$ cat src/design/s3x_pkg.sv
package s3x_pkg;

  // Geometry of the line stores and the frame.
  localparam int unsigned MAX_WIDTH  = 1024;
  localparam int unsigned MAX_HEIGHT = 4096;
  localparam int unsigned PIX_W      = 32;
  localparam int unsigned COL_W      = $clog2(MAX_WIDTH);
  localparam int unsigned WIDTH_W    = COL_W + 1;
  localparam int unsigned ROW_W      = $clog2(MAX_HEIGHT);

  typedef logic [PIX_W-1:0] pix_t;

  typedef enum logic {
    CMD_PIXEL = 1'b0,
    CMD_FLUSH = 1'b1
  } cmd_e;

  // One input request.
  typedef struct packed {
    cmd_e cmd;
    pix_t pixel_in;
  } in_item_t;

  // One output block.
  typedef struct packed {
    pix_t             top_left;
    pix_t             top_mid;
    pix_t             top_right;
    pix_t             mid_left;
    pix_t             centre;
    pix_t             mid_right;
    pix_t             bottom_left;
    pix_t             bottom_mid;
    pix_t             bottom_right;
    logic [COL_W-1:0] src_col;
    logic [ROW_W-1:0] src_row;
    logic             last_in_run;
  } out_item_t;

  // Neighborhood A B C / D E F / G H I.
  typedef struct packed {
    pix_t a;
    pix_t b;
    pix_t c;
    pix_t d;
    pix_t e;
    pix_t f;
    pix_t g;
    pix_t h;
    pix_t i;
  } window_t;

  // Blocks that one accepted request hands to the output side.
  typedef struct packed {
    logic             first;
    logic             second;
    logic [COL_W-1:0] col;
    logic [ROW_W-1:0] row;
  } job_t;

endpackage

$ cat src/design/s3x_back.sv
module s3x_back (
  input  logic                clk_i,
  input  logic                rst_ni,
  input  logic                accept_i,
  input  s3x_pkg::job_t       start_i,
  input  s3x_pkg::window_t    window_i,
  output logic                can_take_o,
  output logic                out_valid_o,
  input  logic                out_ready_i,
  output s3x_pkg::out_item_t  out_data_o
);
  import s3x_pkg::*;

  logic             pend_first_q, pend_first_d;
  logic             pend_second_q, pend_second_d;
  logic [COL_W-1:0] job_col_q;
  logic [ROW_W-1:0] job_row_q;
  logic             busy, out_free, emit, use_second;
  logic             out_valid_q, out_valid_d;
  window_t          view;
  out_item_t        block, out_q;

  // Scale3x corner, edge and center rules.
  function automatic out_item_t scale3x(window_t w);
    logic      db, bf, hd, fh;
    out_item_t o;
    db = (w.d == w.b) && (w.d != w.h) && (w.b != w.f);
    bf = (w.b == w.f) && (w.b != w.d) && (w.f != w.h);
    hd = (w.h == w.d) && (w.h != w.f) && (w.d != w.b);
    fh = (w.f == w.h) && (w.f != w.b) && (w.h != w.d);
    o              = '0;
    o.top_left     = db ? w.d : w.e;
    o.top_mid      = ((db && w.e != w.c) || (bf && w.e != w.a)) ? w.b : w.e;
    o.top_right    = bf ? w.f : w.e;
    o.mid_left     = ((hd && w.e != w.a) || (db && w.e != w.g)) ? w.d : w.e;
    o.centre       = w.e;
    o.mid_right    = ((bf && w.e != w.i) || (fh && w.e != w.c)) ? w.f : w.e;
    o.bottom_left  = hd ? w.d : w.e;
    o.bottom_mid   = ((fh && w.e != w.g) || (hd && w.e != w.i)) ? w.h : w.e;
    o.bottom_right = fh ? w.f : w.e;
    return o;
  endfunction

  // Job slot and handshake control.
  always_comb begin
    busy       = pend_first_q || pend_second_q;
    out_free   = !out_valid_q || out_ready_i;
    emit       = out_free && busy;
    use_second = !pend_first_q;
    can_take_o = !busy || (out_free && !(pend_first_q && pend_second_q));

    pend_first_d  = pend_first_q;
    pend_second_d = pend_second_q;
    if (emit) begin
      if (pend_first_q) begin
        pend_first_d = 1'b0;
      end else begin
        pend_second_d = 1'b0;
      end
    end
    if (accept_i) begin
      pend_first_d  = start_i.first;
      pend_second_d = start_i.second;
    end

    out_valid_d = out_valid_q;
    if (emit) begin
      out_valid_d = 1'b1;
    end else if (out_ready_i) begin
      out_valid_d = 1'b0;
    end
  end

  // The row-end block sees the window moved one more column, right edge repeated.
  always_comb begin
    view = window_i;
    if (use_second) begin
      view.a = window_i.b;
      view.b = window_i.c;
      view.d = window_i.e;
      view.e = window_i.f;
      view.g = window_i.h;
      view.h = window_i.i;
    end
    block         = scale3x(view);
    block.src_row = job_row_q;
    if (use_second) begin
      block.src_col     = job_col_q;
      block.last_in_run = 1'b1;
    end else begin
      block.src_col     = job_col_q - COL_W'(1);
      block.last_in_run = !pend_second_q;
    end
  end

  always_ff @(posedge clk_i or negedge rst_ni) begin
    if (!rst_ni) begin
      pend_first_q  <= 1'b0;
      pend_second_q <= 1'b0;
      out_valid_q   <= 1'b0;
    end else begin
      pend_first_q  <= pend_first_d;
      pend_second_q <= pend_second_d;
      out_valid_q   <= out_valid_d;
    end
  end

  // Job position and output register.
  always_ff @(posedge clk_i) begin
    if (accept_i) begin
      job_col_q <= start_i.col;
      job_row_q <= start_i.row;
    end
    if (emit) begin
      out_q <= block;
    end
  end

  assign out_valid_o = out_valid_q;
  assign out_data_o  = out_q;

  // A pending block to the left of the current column needs a column to its left.
  assert property (@(posedge clk_i) disable iff (!rst_ni)
    pend_first_q |-> (job_col_q != '0))
    else $error("first block pending at column zero");

  // The row-end block always closes its run.
  assert property (@(posedge clk_i) disable iff (!rst_ni)
    (emit && !pend_first_q) |=> (out_valid_q && out_q.last_in_run))
    else $error("row-end block without last_in_run");

  // A block followed by a row-end block does not close its run.
  assert property (@(posedge clk_i) disable iff (!rst_ni)
    (emit && pend_first_q && pend_second_q) |=> (out_valid_q && !out_q.last_in_run))
    else $error("first of two blocks marked last");

endmodule

$ cat config.mk
export PLATFORM = sky130hd
export DESIGN_NAME = s3x_back
export DESIGN_NICKNAME = d
export VERILOG_FILES = /design/src/design/s3x_pkg.sv /design/src/design/s3x_back.sv
export SDC_FILE = /design/constraint.sdc
export NUM_CORES = 1
export LEC_CHECK = 0
export BUFFER_PORTS_ARGS = -buffer_cell sky130_fd_sc_hd__buf_2
export CAP_MARGIN = 10
export CORE_AREA = 5 5 242 244
export CTS_BUF_LIST = sky130_fd_sc_hd__clkbuf_4 sky130_fd_sc_hd__clkbuf_8
export DETAILED_ROUTE_END_ITERATION = 10
export DIE_AREA = 0 0 247 249
export GPL_ROUTABILITY_DRIVEN = 0
export GPL_TIMING_DRIVEN = 0
export PLACE_DENSITY = 0.64
export SLEW_MARGIN = 15
export SYNTH_ARGS = -nofsm -noshare
export SYNTH_HDL_FRONTEND = slang
export SYNTH_SLANG_ARGS = --single-unit
$ cat constraint.sdc
create_clock -name clk_i -period 24.7 [get_ports clk_i]
set_input_delay 4.94 -clock clk_i [delete_from_list [all_inputs] [get_ports clk_i]]
set_output_delay 4.94 -clock clk_i [all_outputs]
set_load 0.01 [all_outputs]
=== Yosys cells after proc, flatten, opt, wreduce, memory -nomap -nowiden ===
Index checks and enable logic that the tools add are counted.

* Input port bits: 316
* Flip-flop bits (word level): 336
* Memories kept: 0
* RAM bits: 0
* Memory bits (read-only): 0
* Bits in latches: 0
* Word-level logic and storage cells: 87

* Reduce and logical (&&, ||, !) cells: 33
* Equal/unequal tests: 17
* Bitwise operators: 0
* Divide/modulo/power cells: 0
* Multipliers: 0
* Mux-type cells: 19
* Order comparisons: 0
* Shift-type cells: 0
* $add $sub $neg: 1

{| class="wikitable"
|+ Operators by type and width
! operator !! count
|-
| $ne 32x32->1 || 12
|-
| $mux 32 || 8
|-
| $mux 64 || 3
|-
| $eq 32x32->1 || 4
|-
| $logic_and 1x1->1 || 19
|-
| $mux 10 || 1
|-
| $sub 10x1->10 const B || 1
|-
| $logic_or 1x1->1 || 7
|-
| $mux 1 || 7
|-
| $logic_not 1->1 || 4
|-
| $reduce_bool 2->1 || 2
|-
| $ne 2x2->1 const B || 1
|-
| $reduce_and 2->1 || 1
|}

=== Logic depth before layout (Yosys ltp) ===
* Depth in word-level cells: 7
* Mapped depth: 12

=== Worst setup path after synthesis ===
No wires, ideal clock.

* Path type: input -> register
* Start point: in out_ready_i
* End point: reg out_q (netlist bit out_data_o[0]), enable pin
* Arrival: 17,889 ps
* Path slack: 5,823 ps
* Setup time: 989 ps
* Path buffers: 0
* Cell stages on the path: 2
* Cells stage by stage: nor2b_1 nor2_1

* Word-level cells in the longest chain between the ends: 2

{| class="wikitable"
|+ Ends and longest elaborated chain
! what !! RTL line !! RTL
|-
| start: declaration || s3x_back.sv:9 || <nowiki>input logic out_ready_i,</nowiki>
|-
| $logic_or 1x1->1 || s3x_back.sv:47 || <nowiki>out_free = !out_valid_q || out_ready_i;</nowiki>
|-
| $logic_and 1x1->1 || s3x_back.sv:48 || <nowiki>emit = out_free && busy;</nowiki>
|-
| named net emit || s3x_back.sv:18 || <nowiki>logic busy, out_free, emit, use_second;</nowiki>
|-
| end signal: assignment || s3x_back.sv:115 || <nowiki>out_q <= block;</nowiki>
|-
| end: declaration || s3x_back.sv:21 || <nowiki>out_item_t block, out_q;</nowiki>
|}

The timed path passes the listed nets, and every way through them passes these cells.
A chain may end at the register's enable or synchronous reset.

=== Worst setup path after layout ===
* Start point: in out_ready_i
* End point: out can_take_o

* Word-level cells in the longest chain between the ends: 3

{| class="wikitable"
|+ Ends and longest elaborated chain
! what !! RTL line !! RTL
|-
| $logic_or 1x1->1 || s3x_back.sv:47 ||
|-
| $logic_and 1x1->1 || s3x_back.sv:50 || <nowiki>can_take_o = !busy || (out_free && !(pend_first_q && pend_second_q));</nowiki>
|-
| $logic_or 1x1->1 || s3x_back.sv:50 ||
|-
| end: declaration || s3x_back.sv:7 || <nowiki>output logic can_take_o,</nowiki>
|}

No other way between the ends.

==> flow_metrics.tcl <==
set metrics [dict create \
    maxSlewViolCount 0 \
    fp-row-count 87 \
    yosys_warnings 0 \
    async_flop_share 0.00893 \
    path_clk_slew_ns 0.06 \
    finalCriticalPeriod_ns 10.77 \
    yosysSeqAreaShare 0.522 \
    intPower_uw 1100 \
    synth-edff-count 333 \
    grt_pass1_wl_mm 137 \
    yosysUniqueCellTypes 41 \
    start_kind "input pin" \
    synth_ff_type "edfxtp_1" \
    dieArea_um2 61500 \
    cpMostUsedCell "buf_2" \
    combPwrFrac 0.241 \
    setup-tns-final_ns 0 \
    syn_area_um2 19300 \
    antenna_found_initial 49 \
    ios 629 \
    outcome "complete, no violations" \
    cts_setup_buffers 0 \
    end_kind "primary output" \
    crit_start "out_ready_i" \
    totalPowerFinal_uw 1620 \
    fillers 5350 \
    hold_buffers 0 \
    cts_resized 0 \
    relSlewSlack 0.105 \
    power_density_nw_per_um2 65.9 \
    setup_ws_ns 13.93 \
    r2r_start "pend_first_q" \
    switching_power_uw 522 \
    start_util 0.344 \
    layout-drive-gt1-share 0.349 \
    peakVddDrop_mv 0.0407 \
    fin_crit_sh 0.436 \
    core_um2 56100 \
    path_max_fanout 5 \
    syn_nets 1854 \
    yosysTopAreaCellShare 0.519 \
    fin_skew_ns 0.0468 \
    arrival_ns 5.83 \
    synth_area_per_cell_um2 12.5 \
    dr.pass1.iters 5 \
    clock_latency_ns 0.69 \
    grt_pass1_vias 16668 \
    hp-class "flip-flop to flip-flop" \
    cts_root_buf "clkbuf_8" \
    portBuffers 573 \
    p_leak_uw 0.00983 \
    numCtsBuffers 60 \
    nNetsFinal 2501 \
    grt_overflow_total 0 \
    drtIter0Drc 1957 \
    path_cells "buf_2, nor2b_1, maj3_1, inv_1, buf_2" \
    worst-setup-path-type "input pin to primary output" \
    worst_pin_slew_ns 1.34 \
    pre_cts_ws_ns 13.93 \
    synth_seq_cells 336 \
    sw_frac_of_total 0.322 \
    cap_viol_max_count 0 \
    drt-wirelength-per-cell_um 34.6 \
    syn_inst 1537 \
    postRouteAntennaNets 0 \
    worstPathRequired_ns 19.76 \
    fmax_ghz 0.0929 \
    wl_mm 104 \
    finalHoldViolations 0 \
    globalRouteTotalUtil 0.322 \
    die_w_um 247 \
    post-dp-hpwl_mm 84.8 \
    seqPwrFrac 0.439 \
    die_h_um 249 \
    cp_slowest_stage_delay_ns 0.35 \
    dr_total_vias 16818 \
    cts_tree "built" \
    drc 0 \
    syn_to_final_growth_pct 27.6 \
    final-setup-viol-count 0 \
    cts.sinks 336 \
    yosysTopAreaCell "edfxtp_1" \
    vias_per_cell 5.58 \
    grt_max_degree 32 \
    power_frac_clock 0.320 \
    htree_levels 2 \
    rsz0062_at_grt "no" \
    crit_path_top_delay_cell "nor2b_1" \
    synthTopCellsByArea "edfxtp_1 (52%), mux2i_1 (12%), xnor2_1 (10%), xor2_1 (6.7%), a21oi_1 (2.6%)" \
    clockBufferDepth 3 \
    hp-start "job_row_q[4]" \
]
-- cell usage in the layout (no fill, tap or decap), types with 12 or more instances in the layout --
cell,count
buf_2,589
clkbuf_8,60
mux2i_1,224
clkinv_1,23
buf_1,14
xnor2_1,228
a21oi_1,101
inv_1,32
xor2_1,148
nand2_1,12
nor2_1,106
nor3_1,12
clkbuf_1,53
nor4_1,50
mux2_1,30
nand4_1,52
clkbuf_4,19
buf_4,15
edfxtp_1,333
mux2_2,34
diode_2,28
-- state kept, by name, summed over array words and instances, names as in the netlist --
register       count
out_data_o       311
job_row_q         12
job_col_q         10
out_valid_o        1
pend_first_q       1
pend_second_q      1
-- cell usage after synthesis, drive strengths merged, types with 2 or more instances --
cell type,n
xor2,148
nor3,14
edfxtp,333
nand2b,3
mux2,64
clkinv,4
nor2,109
a31oi,4
nand3,9
nand4,52
buf,55
o21ai,6
xnor2,228
inv,32
nand2,12
dfrtp,3
a2bb2oi,3
o31ai,2
mux2i,240
clkbuf,56
a21oi,101
nor4,50
-- kinds of logic after synthesis --
kind of cell               Yosys count  synth area share
adders and majority gates            2           0.00117
DFF                                336             0.522
xor gates and xnor gates           376             0.171
buffers and inverters              147            0.0363
and+or+nand+nor                    254            0.0664
AOI/OAI and AO/OA                  118            0.0350
muxes                              304             0.168
-- metal layers --
metal / vias up / track usage / routed length [um]
li1: 6896 / - / -
met1: 8334 / 0.403 / 39300
met2: 1256 / 0.512 / 47700
met5: - / 0 / 253
met3: 290 / 0.105 / 11800
met4: 42 / 0.136 / 5200
-- stage by stage --
stage / hold WS (ns) / area (um^2) / util / std cells
3_3_place_gp: 0.401 / 23100 / 0.412 / 2866
6_report: 0.418 / 24600 / 0.439 / 3014
4_1_cts: 0.419 / 24500 / 0.438 / 2986
2_1_floorplan: 0.400 / 19300 / - / 1537
3_5_place_dp: 0.405 / 23400 / 0.417 / 2878
5_1_grt: 0.426 / 24600 / 0.438 / 2999
-- worst paths after layout --
check | to | slack (ns) | depth (start not counted)
worst max-delay path | can_take_o | 13.93 | 5
min in group asynchronous | pend_first_q | 4.04 | 1
worst min register to register | out_data_o[5] | 0.42 | 0
worst min-delay path | out_data_o[5] | 0.42 | 0
worst max register to register | out_data_o[131] | 19.72 | 11
max in group asynchronous | pend_second_q | 20.56 | 1
-- worst max-delay path, delay by kind of cell --
family	cells	cell delay, ns
buf+inv	3	0.27
fa+ha+maj	1	0.27
simple gates	1	0.35
-- power by group through the flow --
stage	registers [uW]	logic [uW]	clock network, uW
floorplan	774	158	0
global placement	758	365	0
detailed placement	724	381	0
CTS	713	383	528
global route	716	402	554
finish	712	391	518
-- cell type report --
type | instances | area, um^2 | area share
diodes | 28 | 70.1 | 0.00285
plain buffers | 111 | 572 | 0.0232
clock buffers | 79 | 968 | 0.0394
clock inverters | 29 | 176 | 0.00717
inverters | 36 | 135 | 0.00549
multi-input cells | 1054 | 8510 | 0.346
flip-flops and latches | 336 | 10100 | 0.410
well taps | 756 | 946 | 0.0384
repair buffers | 585 | 3150 | 0.128
Power figures use the tool's default switching activity.
